File: src/sv/two_stream_trigger_aligner_defines.svh
// assertion macros for the two-stream trigger aligner
// used by the controller; no other dependencies
`ifndef TWO_STREAM_TRIGGER_ALIGNER_DEFINES_SVH
`define TWO_STREAM_TRIGGER_ALIGNER_DEFINES_SVH
`ifndef SYNTH
`define TSTA_ASSERT(lbl, clk, rstn, prop) \
    lbl: assert property (@(posedge clk) disable iff (!rstn) prop) \
        else $error("assertion failed");
`define TSTA_NEVER(lbl, clk, rstn, expr) \
    lbl: assert property (@(posedge clk) disable iff (!rstn) !(expr)) \
        else $error("forbidden condition seen");
`else
`define TSTA_ASSERT(lbl, clk, rstn, prop)
`define TSTA_NEVER(lbl, clk, rstn, expr)
`endif
`endif

File: src/sv/tsta_pkg.sv
// shared types, constants and codes of the two-stream trigger aligner
// no dependencies
`default_nettype none
package tsta_pkg;
    localparam int CLOCK_BITS_DEF    = 48;
    localparam int SEC_BITS_DEF      = 24;
    localparam int COUNT_BITS_DEF    = 32;
    localparam int CLK_IN_BITS       = 48;
    localparam int WALL_BITS         = 48;
    localparam int GAP_BITS          = 47;
    localparam int DELTA_BITS        = 47;
    localparam int TICK_BITS         = 24;
    localparam int SPLIT_BITS        = 24;
    localparam int PROD_BITS         = 48;
    localparam int NS_BITS           = 56;
    localparam int MISM_BITS         = 58;
    localparam int SKIP_BITS         = 12;
    localparam int LEFT_BITS         = 11;
    localparam int TOL_BITS          = 16;
    localparam int MASK_BITS         = 8;
    localparam int OUT_BITS          = 32;
    localparam int CFG_IDX_BITS      = 3;
    localparam int CFG_DATA_BITS     = 24;

    localparam logic [DELTA_BITS-1:0] DELTA_MAX = {DELTA_BITS{1'b1}};

    localparam logic [TOL_BITS-1:0]  TOL_RST    = 16'd300;
    localparam logic [TICK_BITS-1:0] PTICK_RST  = 24'd819200;
    localparam logic [TICK_BITS-1:0] STICK_RST  = 24'd1638408;
    localparam logic [TICK_BITS-1:0] PERIOD_RST = 24'd419433;

    localparam logic [CFG_IDX_BITS-1:0] CFG_SKIP   = 3'd0;
    localparam logic [CFG_IDX_BITS-1:0] CFG_TOL    = 3'd1;
    localparam logic [CFG_IDX_BITS-1:0] CFG_PTICK  = 3'd2;
    localparam logic [CFG_IDX_BITS-1:0] CFG_STICK  = 3'd3;
    localparam logic [CFG_IDX_BITS-1:0] CFG_PERIOD = 3'd4;

    localparam logic [2:0] V_STORED  = 3'd0;
    localparam logic [2:0] V_REF     = 3'd1;
    localparam logic [2:0] V_MATCH   = 3'd2;
    localparam logic [2:0] V_DROP_P  = 3'd3;
    localparam logic [2:0] V_DROP_S  = 3'd4;
    localparam logic [2:0] V_SKIP_P  = 3'd5;
    localparam logic [2:0] V_SKIP_S  = 3'd6;
    localparam logic [2:0] V_IGNORED = 3'd7;

    localparam logic [MASK_BITS-1:0] MASK_FLAGGED = 8'd1;

    localparam logic [1:0] MUL_P_HI = 2'd0;
    localparam logic [1:0] MUL_P_LO = 2'd1;
    localparam logic [1:0] MUL_S_HI = 2'd2;
    localparam logic [1:0] MUL_S_LO = 2'd3;

    typedef struct packed {
        logic                   source;
        logic [CLK_IN_BITS-1:0] clock_ticks;
        logic [WALL_BITS-1:0]   wall_time_us;
        logic [MASK_BITS-1:0]   trigger_mask;
    } t_in_item;

    typedef struct packed {
        logic [2:0]                verdict;
        logic                      next_source;
        logic signed [OUT_BITS-1:0] delta_mismatch_ns;
        logic [OUT_BITS-1:0]       dropped_primary;
        logic [OUT_BITS-1:0]       dropped_secondary;
        logic [OUT_BITS-1:0]       flagged_total;
        logic [OUT_BITS-1:0]       flagged_dropped;
    } t_out_item;

    typedef struct packed {
        logic       load;
        logic       classify;
        logic       prep;
        logic       wrap;
        logic       mul_en;
        logic [1:0] mul_sel;
        logic       diff;
        logic       decide;
        logic       put;
    } t_cmd;

    typedef struct packed {
        logic eval;
        logic div_done;
    } t_sts;
endpackage
`default_nettype wire

File: src/sv/tsta_div.sv
// restoring divider, one quotient bit per cycle, for the wall-time wrap count
// depends on tsta_pkg
`default_nettype none
module tsta_div (
    input  wire logic                            i_clk,
    input  wire logic                            i_rst_n,
    input  wire logic                            i_start,
    input  wire logic [tsta_pkg::GAP_BITS-1:0]   i_dividend,
    input  wire logic [tsta_pkg::TICK_BITS-1:0]  i_divisor,
    output logic                                 o_done,
    output logic [tsta_pkg::GAP_BITS-1:0]        o_quotient
);
    import tsta_pkg::*;

    localparam int CW = $clog2(GAP_BITS + 1);

    logic [GAP_BITS-1:0]  r_q;
    logic [TICK_BITS-1:0] r_rem;
    logic [TICK_BITS-1:0] r_d;
    logic [CW-1:0]        r_cnt;
    logic                 r_busy;
    logic                 r_done;
    logic [TICK_BITS:0]   trial;
    logic                 take;

    always_comb begin
        trial = {r_rem, r_q[GAP_BITS-1]};
        take  = trial >= {1'b0, r_d};
    end

    always_ff @(posedge i_clk) begin
        if (!i_rst_n) begin
            r_busy <= 1'b0;
            r_done <= 1'b0;
            r_cnt  <= '0;
        end else begin
            r_done <= 1'b0;
            if (i_start) begin
                r_q    <= i_dividend;
                r_d    <= i_divisor;
                r_rem  <= '0;
                r_cnt  <= CW'(GAP_BITS);
                r_busy <= 1'b1;
            end else if (r_busy) begin
                if (take) begin
                    r_rem <= TICK_BITS'(trial - {1'b0, r_d});
                end else begin
                    r_rem <= trial[TICK_BITS-1:0];
                end
                r_q   <= {r_q[GAP_BITS-2:0], take};
                r_cnt <= r_cnt - CW'(1);
                if (r_cnt == CW'(1)) begin
                    r_busy <= 1'b0;
                    r_done <= 1'b1;
                end
            end
        end
    end

    assign o_done     = r_done;
    assign o_quotient = r_q;
endmodule
`default_nettype wire

File: src/sv/tsta_dp.sv
// datapath: configuration, held events, references, counters, delta arithmetic
// depends on tsta_pkg and tsta_div
`default_nettype none
module tsta_dp #(
    parameter int CLOCK_BITS             = tsta_pkg::CLOCK_BITS_DEF,
    parameter int SECONDARY_COUNTER_BITS = tsta_pkg::SEC_BITS_DEF,
    parameter int COUNT_BITS             = tsta_pkg::COUNT_BITS_DEF
) (
    input  wire logic                               i_clk,
    input  wire logic                               i_rst_n,
    input  wire tsta_pkg::t_cmd                     i_cmd,
    output tsta_pkg::t_sts                          o_sts,
    input  wire tsta_pkg::t_in_item                 i_in_data,
    output tsta_pkg::t_out_item                     o_out_data,
    input  wire logic                               i_cfg_we,
    input  wire logic [tsta_pkg::CFG_IDX_BITS-1:0]  i_cfg_index,
    input  wire logic [tsta_pkg::CFG_DATA_BITS-1:0] i_cfg_data
);
    import tsta_pkg::*;

    localparam int CB  = CLOCK_BITS;
    localparam int SCB = SECONDARY_COUNTER_BITS;
    localparam int XB  = CLOCK_BITS + DELTA_BITS;

    logic                   r_src;
    logic [CLK_IN_BITS-1:0] r_clk;
    logic [WALL_BITS-1:0]   r_wall;
    logic [MASK_BITS-1:0]   r_mask;

    logic                   r_skip_neg;
    logic [LEFT_BITS-1:0]   r_skip_left;
    logic [TOL_BITS-1:0]    r_tol;
    logic [TICK_BITS-1:0]   r_ptick;
    logic [TICK_BITS-1:0]   r_stick;
    logic [TICK_BITS-1:0]   r_period;

    logic [CB-1:0]          r_ref_p;
    logic [SCB-1:0]         r_ref_s;
    logic [WALL_BITS-1:0]   r_ref_t;
    logic [CB-1:0]          r_held_p;
    logic [MASK_BITS-1:0]   r_held_m;
    logic [SCB-1:0]         r_held_s;
    logic [WALL_BITS-1:0]   r_held_t;
    logic                   r_hp;
    logic                   r_hs;
    logic                   r_have_ref;
    logic [COUNT_BITS-1:0]  r_cnt [4];
    logic [2:0]             r_verdict;
    logic                   r_eval;

    logic                   r_pneg;
    logic [DELTA_BITS-1:0]  r_pmag;
    logic [SCB-1:0]         r_base;
    logic                   r_do_wrap;
    logic [DELTA_BITS-1:0]  r_cdelta;
    logic [PROD_BITS-1:0]   r_prod;
    logic [1:0]             r_psel;
    logic                   r_pvalid;
    logic [NS_BITS-1:0]     r_pns;
    logic [NS_BITS-1:0]     r_cns;
    logic signed [MISM_BITS-1:0] r_mism;
    t_out_item              r_out;

    // result assembly
    t_out_item              n_out;
    logic                   fits32;

    // classification of the latched item
    logic                   skip_hit;
    logic                   store_p;
    logic                   store_s;
    logic                   pair;
    logic [2:0]             n_verdict;
    logic [CB-1:0]          n_held_p;
    logic [SCB-1:0]         n_held_s;
    logic [WALL_BITS-1:0]   n_held_t;
    logic                   n_hp;
    logic                   n_hs;

    always_comb begin
        skip_hit  = 1'b0;
        store_p   = 1'b0;
        store_s   = 1'b0;
        n_verdict = V_IGNORED;
        if (r_skip_left != '0) begin
            if (r_src == r_skip_neg) begin
                skip_hit  = 1'b1;
                n_verdict = r_src ? V_SKIP_S : V_SKIP_P;
            end
        end else if (!r_src && !r_hp) begin
            store_p   = 1'b1;
            n_verdict = V_STORED;
        end else if (r_src && !r_hs && r_hp) begin
            store_s   = 1'b1;
            n_verdict = V_STORED;
        end
        n_hp     = r_hp | store_p;
        n_hs     = r_hs | store_s;
        n_held_p = store_p ? CB'(r_clk) : r_held_p;
        n_held_s = store_s ? r_clk[SCB-1:0] : r_held_s;
        n_held_t = store_s ? r_wall : r_held_t;
        pair     = (store_p | store_s) & n_hp & n_hs;
    end

    // delta preparation
    logic [CB-1:0]          pv;
    logic [CB-1:0]          pm;
    logic [XB-1:0]          pm_x;
    logic [WALL_BITS-1:0]   gap;
    logic                   div_done;
    logic [GAP_BITS-1:0]    quot;

    always_comb begin
        pv   = r_held_p - r_ref_p;
        pm   = pv[CB-1] ? (~pv + CB'(1)) : pv;
        pm_x = XB'(pm);
        gap  = r_held_t - r_ref_t;
    end

    tsta_div u_div (
        .i_clk      (i_clk),
        .i_rst_n    (i_rst_n),
        .i_start    (i_cmd.prep),
        .i_dividend (gap[GAP_BITS-1:0]),
        .i_divisor  (r_period),
        .o_done     (div_done),
        .o_quotient (quot)
    );

    logic [DELTA_BITS-1:0]  base_x;
    logic [DELTA_BITS-1:0]  limit;
    logic [DELTA_BITS-1:0]  n_cdelta;

    always_comb begin
        base_x = DELTA_BITS'(r_base);
        limit  = (DELTA_MAX - base_x) >> SCB;
        if (!r_do_wrap) begin
            n_cdelta = base_x;
        end else if (quot > limit) begin
            n_cdelta = DELTA_MAX;
        end else begin
            n_cdelta = base_x + DELTA_BITS'(quot << SCB);
        end
    end

    // shared multiplier operands
    logic [TICK_BITS-1:0]   mul_a;
    logic [TICK_BITS-1:0]   mul_b;
    logic [PROD_BITS-1:0]   prod;

    always_comb begin
        case (i_cmd.mul_sel)
            MUL_P_HI: mul_a = TICK_BITS'(r_pmag[DELTA_BITS-1:SPLIT_BITS]);
            MUL_P_LO: mul_a = r_pmag[SPLIT_BITS-1:0];
            MUL_S_HI: mul_a = TICK_BITS'(r_cdelta[DELTA_BITS-1:SPLIT_BITS]);
            default:  mul_a = r_cdelta[SPLIT_BITS-1:0];
        endcase
        mul_b = i_cmd.mul_sel[1] ? r_stick : r_ptick;
        prod  = mul_a * mul_b;
    end

    // decision
    logic signed [MISM_BITS-1:0] tol_s;
    logic signed [MISM_BITS-1:0] n_mism;
    logic                   drop_p;
    logic                   drop_s;

    always_comb begin
        tol_s  = $signed(MISM_BITS'(r_tol));
        drop_p = r_mism > tol_s;
        drop_s = r_mism < -tol_s;
        if (r_pneg) begin
            n_mism = $signed(MISM_BITS'(r_cns)) + $signed(MISM_BITS'(r_pns));
        end else begin
            n_mism = $signed(MISM_BITS'(r_cns)) - $signed(MISM_BITS'(r_pns));
        end
    end

    logic [3:0] inc;

    always_comb begin
        inc[0] = (i_cmd.classify & skip_hit & !r_src) | (i_cmd.decide & drop_p);
        inc[1] = (i_cmd.classify & skip_hit & r_src) | (i_cmd.decide & !drop_p & drop_s);
        inc[2] = i_cmd.classify & store_p & (r_mask == MASK_FLAGGED);
        inc[3] = (i_cmd.classify & skip_hit & !r_src & (r_mask == MASK_FLAGGED))
               | (i_cmd.decide & drop_p & (r_held_m == MASK_FLAGGED));
    end

    // skip register decode
    logic [SKIP_BITS-1:0] skip_v;
    logic [SKIP_BITS-1:0] skip_mag;

    always_comb begin
        skip_v   = i_cfg_data[SKIP_BITS-1:0];
        skip_mag = skip_v[SKIP_BITS-1] ? (~skip_v + SKIP_BITS'(1)) : skip_v;
    end

    always_ff @(posedge i_clk) begin
        if (!i_rst_n) begin
            r_skip_neg  <= 1'b0;
            r_skip_left <= '0;
            r_tol       <= TOL_RST;
            r_ptick     <= PTICK_RST;
            r_stick     <= STICK_RST;
            r_period    <= PERIOD_RST;
        end else if (i_cfg_we) begin
            case (i_cfg_index)
                CFG_SKIP: begin
                    r_skip_neg  <= skip_v[SKIP_BITS-1];
                    r_skip_left <= skip_mag[SKIP_BITS-1] ? {LEFT_BITS{1'b1}}
                                                         : skip_mag[LEFT_BITS-1:0];
                end
                CFG_TOL:    r_tol    <= i_cfg_data[TOL_BITS-1:0];
                CFG_PTICK:  r_ptick  <= i_cfg_data[TICK_BITS-1:0];
                CFG_STICK:  r_stick  <= i_cfg_data[TICK_BITS-1:0];
                CFG_PERIOD: r_period <= i_cfg_data[TICK_BITS-1:0];
                default: ;
            endcase
        end else if (i_cmd.classify && skip_hit) begin
            r_skip_left <= r_skip_left - LEFT_BITS'(1);
        end
    end

    always_ff @(posedge i_clk) begin
        if (!i_rst_n) begin
            r_hp       <= 1'b0;
            r_hs       <= 1'b0;
            r_have_ref <= 1'b0;
            r_eval     <= 1'b0;
            r_pvalid   <= 1'b0;
            for (int k = 0; k < 4; k++) begin
                r_cnt[k] <= '0;
            end
        end else begin
            for (int k = 0; k < 4; k++) begin
                if (inc[k]) begin
                    r_cnt[k] <= r_cnt[k] + COUNT_BITS'(1);
                end
            end
            r_pvalid <= i_cmd.mul_en;
            if (i_cmd.classify) begin
                r_held_p <= n_held_p;
                r_held_s <= n_held_s;
                r_held_t <= n_held_t;
                if (store_p) begin
                    r_held_m <= r_mask;
                end
                r_eval <= pair & r_have_ref;
                if (pair && !r_have_ref) begin
                    r_verdict  <= V_REF;
                    r_have_ref <= 1'b1;
                    r_ref_p    <= n_held_p;
                    r_ref_s    <= n_held_s;
                    r_ref_t    <= n_held_t;
                    r_hp       <= 1'b0;
                    r_hs       <= 1'b0;
                end else begin
                    r_verdict <= n_verdict;
                    r_hp      <= n_hp;
                    r_hs      <= n_hs;
                end
            end
            if (i_cmd.decide) begin
                if (drop_p) begin
                    r_verdict <= V_DROP_P;
                    r_hp      <= 1'b0;
                end else if (drop_s) begin
                    r_verdict <= V_DROP_S;
                    r_hs      <= 1'b0;
                end else begin
                    r_verdict <= V_MATCH;
                    r_ref_p   <= r_held_p;
                    r_ref_s   <= r_held_s;
                    r_ref_t   <= r_held_t;
                    r_hp      <= 1'b0;
                    r_hs      <= 1'b0;
                end
            end
        end
    end

    always_ff @(posedge i_clk) begin
        if (i_cmd.load) begin
            r_src  <= i_in_data.source;
            r_clk  <= i_in_data.clock_ticks;
            r_wall <= i_in_data.wall_time_us;
            r_mask <= i_in_data.trigger_mask;
        end
        if (i_cmd.prep) begin
            r_pneg    <= pv[CB-1];
            r_pmag    <= (pm_x > XB'(DELTA_MAX)) ? DELTA_MAX : pm_x[DELTA_BITS-1:0];
            r_base    <= r_held_s - r_ref_s;
            r_do_wrap <= !gap[WALL_BITS-1] && (r_period != '0)
                         && (gap > WALL_BITS'(r_period));
        end
        if (i_cmd.wrap) begin
            r_cdelta <= n_cdelta;
        end
        if (i_cmd.mul_en) begin
            r_prod <= prod;
            r_psel <= i_cmd.mul_sel;
        end
        if (r_pvalid) begin
            case (r_psel)
                MUL_P_HI: r_pns <= NS_BITS'(r_prod) << 8;
                MUL_P_LO: r_pns <= r_pns + NS_BITS'(r_prod >> 16);
                MUL_S_HI: r_cns <= NS_BITS'(r_prod) << 8;
                default:  r_cns <= r_cns + NS_BITS'(r_prod >> 16);
            endcase
        end
        if (i_cmd.classify) begin
            r_mism <= '0;
        end
        if (i_cmd.diff) begin
            r_mism <= n_mism;
        end
        if (i_cmd.put) begin
            r_out <= n_out;
        end
    end

    always_comb begin
        fits32 = (r_mism[MISM_BITS-1:OUT_BITS-1] == '0)
              || (r_mism[MISM_BITS-1:OUT_BITS-1] == '1);
        n_out.verdict = r_verdict;
        if (r_skip_left != '0) begin
            n_out.next_source = r_skip_neg;
        end else begin
            n_out.next_source = r_hp & !r_hs;
        end
        if (fits32) begin
            n_out.delta_mismatch_ns = r_mism[OUT_BITS-1:0];
        end else if (r_mism[MISM_BITS-1]) begin
            n_out.delta_mismatch_ns = {1'b1, {(OUT_BITS-1){1'b0}}};
        end else begin
            n_out.delta_mismatch_ns = {1'b0, {(OUT_BITS-1){1'b1}}};
        end
        n_out.dropped_primary   = OUT_BITS'(r_cnt[0]);
        n_out.dropped_secondary = OUT_BITS'(r_cnt[1]);
        n_out.flagged_total     = OUT_BITS'(r_cnt[2]);
        n_out.flagged_dropped   = OUT_BITS'(r_cnt[3]);
    end

    assign o_out_data     = r_out;
    assign o_sts.eval     = r_eval;
    assign o_sts.div_done = div_done;
endmodule
`default_nettype wire

File: src/sv/tsta_ctrl.sv
// controller state machine: sequences classify, divide, multiply and decide steps
// depends on tsta_pkg and the assertion macro header
`default_nettype none
`include "two_stream_trigger_aligner_defines.svh"
module tsta_ctrl (
    input  wire logic           i_clk,
    input  wire logic           i_rst_n,
    input  wire logic           i_in_valid,
    output logic                o_in_stall,
    output logic                o_out_valid,
    input  wire logic           i_out_stall,
    output tsta_pkg::t_cmd      o_cmd,
    input  wire tsta_pkg::t_sts i_sts
);
    import tsta_pkg::*;

    typedef enum logic [3:0] {
        S_IDLE, S_CLASS, S_CHK, S_DIV_GO, S_DIV_WAIT, S_WRAP,
        S_MUL0, S_MUL1, S_MUL2, S_MUL3, S_ACC, S_DIFF, S_DEC, S_PUT
    } t_state;

    t_state r_state;
    t_state n_state;
    logic   r_out_valid;
    logic   in_acc;
    logic   put_ok;

    always_comb begin
        in_acc  = (r_state == S_IDLE) && i_in_valid;
        put_ok  = !r_out_valid || !i_out_stall;
        o_cmd   = '0;
        n_state = r_state;
        unique case (r_state)
            S_IDLE: begin
                o_cmd.load = i_in_valid;
                if (i_in_valid) n_state = S_CLASS;
            end
            S_CLASS: begin
                o_cmd.classify = 1'b1;
                n_state = S_CHK;
            end
            S_CHK: n_state = i_sts.eval ? S_DIV_GO : S_PUT;
            S_DIV_GO: begin
                o_cmd.prep = 1'b1;
                n_state = S_DIV_WAIT;
            end
            S_DIV_WAIT: if (i_sts.div_done) n_state = S_WRAP;
            S_WRAP: begin
                o_cmd.wrap = 1'b1;
                n_state = S_MUL0;
            end
            S_MUL0: begin
                o_cmd.mul_en  = 1'b1;
                o_cmd.mul_sel = MUL_P_HI;
                n_state = S_MUL1;
            end
            S_MUL1: begin
                o_cmd.mul_en  = 1'b1;
                o_cmd.mul_sel = MUL_P_LO;
                n_state = S_MUL2;
            end
            S_MUL2: begin
                o_cmd.mul_en  = 1'b1;
                o_cmd.mul_sel = MUL_S_HI;
                n_state = S_MUL3;
            end
            S_MUL3: begin
                o_cmd.mul_en  = 1'b1;
                o_cmd.mul_sel = MUL_S_LO;
                n_state = S_ACC;
            end
            S_ACC: n_state = S_DIFF;
            S_DIFF: begin
                o_cmd.diff = 1'b1;
                n_state = S_DEC;
            end
            S_DEC: begin
                o_cmd.decide = 1'b1;
                n_state = S_PUT;
            end
            S_PUT: begin
                o_cmd.put = put_ok;
                if (put_ok) n_state = S_IDLE;
            end
            default: n_state = S_IDLE;
        endcase
    end

    always_ff @(posedge i_clk) begin
        if (!i_rst_n) begin
            r_state     <= S_IDLE;
            r_out_valid <= 1'b0;
        end else begin
            r_state <= n_state;
            if (o_cmd.put) begin
                r_out_valid <= 1'b1;
            end else if (!i_out_stall) begin
                r_out_valid <= 1'b0;
            end
        end
    end

    assign o_in_stall  = (r_state != S_IDLE);
    assign o_out_valid = r_out_valid;

    `TSTA_ASSERT(a_load_to_class, i_clk, i_rst_n, in_acc |=> r_state == S_CLASS)
    `TSTA_NEVER(a_put_overrun, i_clk, i_rst_n, o_cmd.put && r_out_valid && i_out_stall)
    `TSTA_ASSERT(a_done_in_wait, i_clk, i_rst_n, i_sts.div_done |-> r_state == S_DIV_WAIT)
endmodule
`default_nettype wire

File: src/sv/two_stream_trigger_aligner.sv
// top level of the two-stream trigger aligner: controller, datapath, config port
// depends on tsta_pkg, tsta_ctrl and tsta_dp
//
// One item is handled at a time. An item that does not complete a pair goes from
// classify through a check straight to the put step, and the next item is taken
// once its result is put. One that completes a pair after the first reference
// also runs the bit-serial divider that counts extra secondary counter wraps,
// the wrap step, four passes of a shared 24x24 multiplier, accumulate, difference
// and decide before its put. A finished result sits in an output register, so
// the next item is accepted while it waits; output stall holds an item's put
// step only while the previous result is still waiting.
// Configuration writes are always ready.
`default_nettype none
module two_stream_trigger_aligner #(
    parameter int CLOCK_BITS             = tsta_pkg::CLOCK_BITS_DEF,
    parameter int SECONDARY_COUNTER_BITS = tsta_pkg::SEC_BITS_DEF,
    parameter int COUNT_BITS             = tsta_pkg::COUNT_BITS_DEF
) (
    input  wire logic                               i_clk,
    input  wire logic                               i_rst_n,
    input  wire logic                               i_in_valid,
    output logic                                    o_in_stall,
    input  wire tsta_pkg::t_in_item                 i_in_data,
    output logic                                    o_out_valid,
    input  wire logic                               i_out_stall,
    output tsta_pkg::t_out_item                     o_out_data,
    input  wire logic                               i_cfg_valid,
    output logic                                    o_cfg_ready,
    input  wire logic [tsta_pkg::CFG_IDX_BITS-1:0]  i_cfg_index,
    input  wire logic [tsta_pkg::CFG_DATA_BITS-1:0] i_cfg_data
);
    import tsta_pkg::*;

    t_cmd cmd;
    t_sts sts;

    tsta_ctrl u_ctrl (
        .i_clk       (i_clk),
        .i_rst_n     (i_rst_n),
        .i_in_valid  (i_in_valid),
        .o_in_stall  (o_in_stall),
        .o_out_valid (o_out_valid),
        .i_out_stall (i_out_stall),
        .o_cmd       (cmd),
        .i_sts       (sts)
    );

    tsta_dp #(
        .CLOCK_BITS             (CLOCK_BITS),
        .SECONDARY_COUNTER_BITS (SECONDARY_COUNTER_BITS),
        .COUNT_BITS             (COUNT_BITS)
    ) u_dp (
        .i_clk       (i_clk),
        .i_rst_n     (i_rst_n),
        .i_cmd       (cmd),
        .o_sts       (sts),
        .i_in_data   (i_in_data),
        .o_out_data  (o_out_data),
        .i_cfg_we    (i_cfg_valid),
        .i_cfg_index (i_cfg_index),
        .i_cfg_data  (i_cfg_data)
    );

    assign o_cfg_ready = 1'b1;
endmodule
`default_nettype wire

File: config.mk
export PLATFORM = sky130hd
export DESIGN_NAME = two_stream_trigger_aligner
export DESIGN_NICKNAME = d
export VERILOG_FILES = /design/src/sv/tsta_pkg.sv /design/src/sv/tsta_div.sv /design/src/sv/tsta_dp.sv /design/src/sv/tsta_ctrl.sv /design/src/sv/two_stream_trigger_aligner.sv
export VERILOG_INCLUDE_DIRS = /design/src /design/src/sv
export SDC_FILE = /design/constraint.sdc
export NUM_CORES = 2
export LEC_CHECK = 0
export BUFFER_PORTS_ARGS = -buffer_cell sky130_fd_sc_hd__buf_2
export CAP_MARGIN = 20
export CORE_MARGIN = 1
export CORE_UTILIZATION = 55
export DETAILED_ROUTE_END_ITERATION = 6
export PLACE_DENSITY = 0.73
export SETUP_SLACK_MARGIN = 0.3
export SLEW_MARGIN = 20
export SYNTH_ARGS = -nofsm -noshare
export SYNTH_HDL_FRONTEND = slang
export SYNTH_HIERARCHICAL = 1
export SYNTH_SLANG_ARGS = --single-unit
File: constraint.sdc
create_clock -name i_clk -period 15.3 [get_ports i_clk]
set_input_delay 1.53 -clock i_clk [delete_from_list [all_inputs] [get_ports i_clk]]
set_output_delay 1.53 -clock i_clk [all_outputs]
set_load 0.02 [all_outputs]
==> flow_metrics.py <==
metrics = {
    "cts": {
        "cts_root_buf": "clkbuf_16",
        "cts_resized": 0,
        "cts_hold_buf": 0,
        "path_clk_slew_ns": 0.06,
        "cts_tree": "built",
        "clk_latency_ns": 0.80,
        "post_cts_buffers": 0,
        "cts_inserted_buffers": 135,
        "clockBufferDepth": 3,
        "clock_sinks": 1201,
        "htreeDepth": 4,
    },
    "drt": {
        "wl_per_cell_um": 21.7,
        "route.vias.total": 66700,
        "drtPass1Iterations": 7,
        "drc": 4,
        "vias_per_cell": 5.90,
        "routed_wl_um": 245000,
        "drt_iter0_drc": 5445,
        "postRouteAntennaNets": 0,
    },
    "floorplan": {
        "row_count": 147,
        "core_area_sq_mm": 0.160,
        "start_util_pct": 55.3,
        "die_w_um": 404,
        "die-area_sq_mm": 0.163,
        "fp.dieH_um": 404,
        "io_pins": 304,
    },
    "timing": {
        "timing.final.crit_share_pct": 75.5,
        "min_period_ns": 11.55,
        "max_freq_mhz": 86.6,
        "setup_viol": 0,
        "fin_worst_skew_ns": 0.0501,
        "worst_slew_pin_slew_ns": 1.15,
        "slew-limit-headroom_pct": 21.5,
        "slew_violations": 0,
        "finalHoldViolCount": 0,
        "rsz0062_at_grt": "false",
        "setup_slack_ns": 3.75,
        "setup_tns_ns": 0,
        "hold-worst-slack_ns": 0.446,
    },
    "critical_path": {
        "rr_startpoint": "u_ctrl/r_state[3]$_SDFFE_PN0P_",
        "cp_slowest_stage_delay_ns": 0.83,
        "ff2ff_setup_slack_ns": 3.75,
        "reg2regPathDepth": 33,
        "critPathRequiredTime_ns": 15.82,
        "worst_path_max_delay_cell": "o21ai_1",
        "critPathLaunchType": "flip-flop",
        "worstPathMaxFanout": 52,
        "crit_arrival_ns": 12.07,
        "reg2reg_to": "u_dp/r_prod[47]$_DFFE_PP_",
        "crit_path_end_kind": "flip-flop",
        "path_class": "flip-flop to flip-flop",
        "crit_top_cell": "fa_1",
    },
    "global_routing": {
        "grt_pass1_vias": 66700,
        "grt_use_total_pct": 29.9,
        "grt_max_degree": 105,
        "antenna_found_initial": 2,
        "grt_overflow": 0,
        "grt_pass1_wl_um": 379000,
    },
    "placement": {
        "io_buffers": 302,
        "finalWeightedCongestion": 0.972,
        "place_inst": 11100,
        "dp_hpwl_um": 183000,
        "pre_cts_ws_ns": 3.86,
    },
    "synth": {
        "yosysUniqueCellTypes": 111,
        "ys_ff_latch": 1201,
        "ys.flop_type": "edfxtp_1",
        "syn_inst": 8865,
        "async_reset_ff_share_pct": 0,
        "syn-cell-area_sq_mm": 0.0887,
        "ys_seq_area_share_pct": 39.3,
        "synth_edf_count": 1083,
        "yosys_warnings": 6,
        "synth.net_count": 10100,
        "syn_avg_cell_area_sq_um": 10.0,
    },
    "final_layout": {
        "fillers": 13300,
        "drive_gt1_share_pct": 10.2,
        "syn2layout_area_growth_pct": 9.27,
        "finalNetCount": 10300,
        "layout_commonest_cell": "edfxtp_1",
        "final_cell_mix": "edfxtp_1 (1083), nand2_1 (1011), inv_1 (938)",
        "fin_cells": 11300,
    },
    "power_and_ir_drop": {
        "power_mw": 18.0,
        "powerDensity_mw_per_mm2": 186,
        "worst_ir_drop_vdd_uv": 257,
        "leakage_nw": 39.8,
    },
    "job": {
        "cap_viol_max_count": 0,
    },
    "worst_hold_path": {
        "hold_end": "u_dp/o_out_data[163]$_DFFE_PP_",
        "holdCritPathClass": "flip-flop to flip-flop",
        "worst_hold_startpoint": "u_dp/r_verdict[2]$_DFFE_PP_",
        "holdPathStages": 0,
    },
    "run_status": {
        "violations": "DRC",
        "outcome": "complete, but fails checks",
    },
}
synth_stat cells, drive strengths merged, types with 41 or more instances:
cell | n | area share (%)
edfxtp | 1083 | 37
nand2 | 1014 | 4.3
inv | 938 | 4.0
nor2 | 833 | 3.5
ha | 601 | 8.5
fa | 490 | 11
o21ai | 439 | 2.5
a21oi | 398 | 2.2
clkbuf | 323 | 1.4
xnor2 | 270 | 2.7
a21o | 210 | 1.8
xor2 | 210 | 2.1
mux2 | 207 | 2.6
mux2i | 192 | 2.2
nand3 | 138 | 0.78
nor3 | 126 | 0.73
dfxtp | 118 | 2.7
nand2b | 96 | 0.68
nand4 | 95 | 0.67
o21a | 95 | 0.80
a21boi | 91 | 0.77
and3 | 83 | 0.60
nor2b | 69 | 0.49
nor4 | 57 | 0.42
and2 | 52 | 0.37
a31oi | 51 | 0.36
o21bai | 46 | 0.39
o211ai | 42 | 0.36
buf | 41 | 0.28
o31ai | 41 | 0.35
or2 | 41 | 0.29
or3 | 41 | 0.29
report_power, final:
part           switching, mW  leakage, nW  internal [mW]  total (mW)
combinational           6.11         26.6           3.78        9.88
clock                   1.38         2.18           1.91        3.29
sequential             0.440         11.1           4.44        4.88
total                   7.93         39.8           10.1        18.0
metal layers:
| metal | global-route usage, % | vias to the layer above | share of wire [%] | routed length [um] |
|---|---|---|---|---|
| li1 | - | 31000 | - | - |
| met1 | 37.1 | 32600 | 40 | 97600 |
| met2 | 50.3 | 2445 | 48 | 118000 |
| met3 | 4.71 | 600 | 6.3 | 15500 |
| met4 | 15.7 | 0 | 5.6 | 13800 |
| met5 | 0 | - | 0 | 0 |
stage by stage:
step | utilization (%) | instance area (sq um)
after floorplan | - | 88700
after global placement | 57.6 | 92300
after detailed placement | 57.6 | 92400
after CTS | 60.4 | 96900
after global routing | 60.4 | 96900
final | 60.4 | 96900
cells by family (layout without fill, tap and decap cells):
logic type,after synthesis,count (layout),share of synthesized area [%]
mux,399,399,4.79
xor+xnor,480,480,4.74
compound gates,1649,1649,11.9
other cells,1,2,0.00423
buf+inv,1305,1578,5.62
flops,1201,1201,39.3
simple gates,2739,2739,14.0
fa+ha+maj,1091,1091,19.5
sequential cells by signal, indices dropped and copies added (netlist names), 47 cells and up:
name and cells:
u_dp/r_ref_t 48, u_dp/r_cns 56, u_dp/r_clk 48, u_dp/u_div/o_quotient 47, u_dp/r_pmag 47, u_dp/o_out_data 164, u_dp/r_mism 58, u_dp/r_cdelta 47
u_dp/r_prod 48, u_dp/r_held_p 48, u_dp/r_held_t 48, u_dp/r_pns 56, u_dp/r_wall 48, u_dp/r_cnt 128, u_dp/r_ref_p 48
how the worst max path moves through the flow:
stage	from	to	depth (start not counted)	slack, ns
final	u_ctrl/r_state[3]$_SDFFE_PN0P_	u_dp/r_prod[47]$_DFFE_PP_	33	3.75
after global routing	u_ctrl/r_state[3]$_SDFFE_PN0P_	u_dp/r_prod[47]$_DFFE_PP_	33	3.13
after CTS	u_ctrl/r_state[3]$_SDFFE_PN0P_	u_dp/r_prod[47]$_DFFE_PP_	33	3.81
after detailed placement	u_ctrl/r_state[3]$_SDFFE_PN0P_	u_dp/r_prod[47]$_DFFE_PP_	33	3.86
after global placement	u_ctrl/r_state[3]$_SDFFE_PN0P_	u_dp/r_prod[47]$_DFFE_PP_	33	3.76
after floorplan	u_ctrl/r_state[2]$_SDFFE_PN0P_	u_dp/r_prod[47]$_DFFE_PP_	37	3.20
final cells by class:
class	count	area, sq um	area share, %
antenna	1	2.50	0.00258
timing repair buffer	394	2220	2.29
sequential	1201	34900	36.0
clock buffer	167	3570	3.68
multi-input combinational	6359	49100	50.6
clock inverter	76	970	1.00
inverter	941	3530	3.64
tap	2160	2700	2.79
worst max-delay path, delay by kind of cell (launching register included):
kind	cells	cell delay (ns)
flops	1	0.71
simple gates	3	0.72
xor+xnor	1	0.09
compound gates	14	3.93
fa+ha+maj	8	3.91
buf+inv	6	1.41
mux	1	0.43
Power figures use the tool's default switching activity.
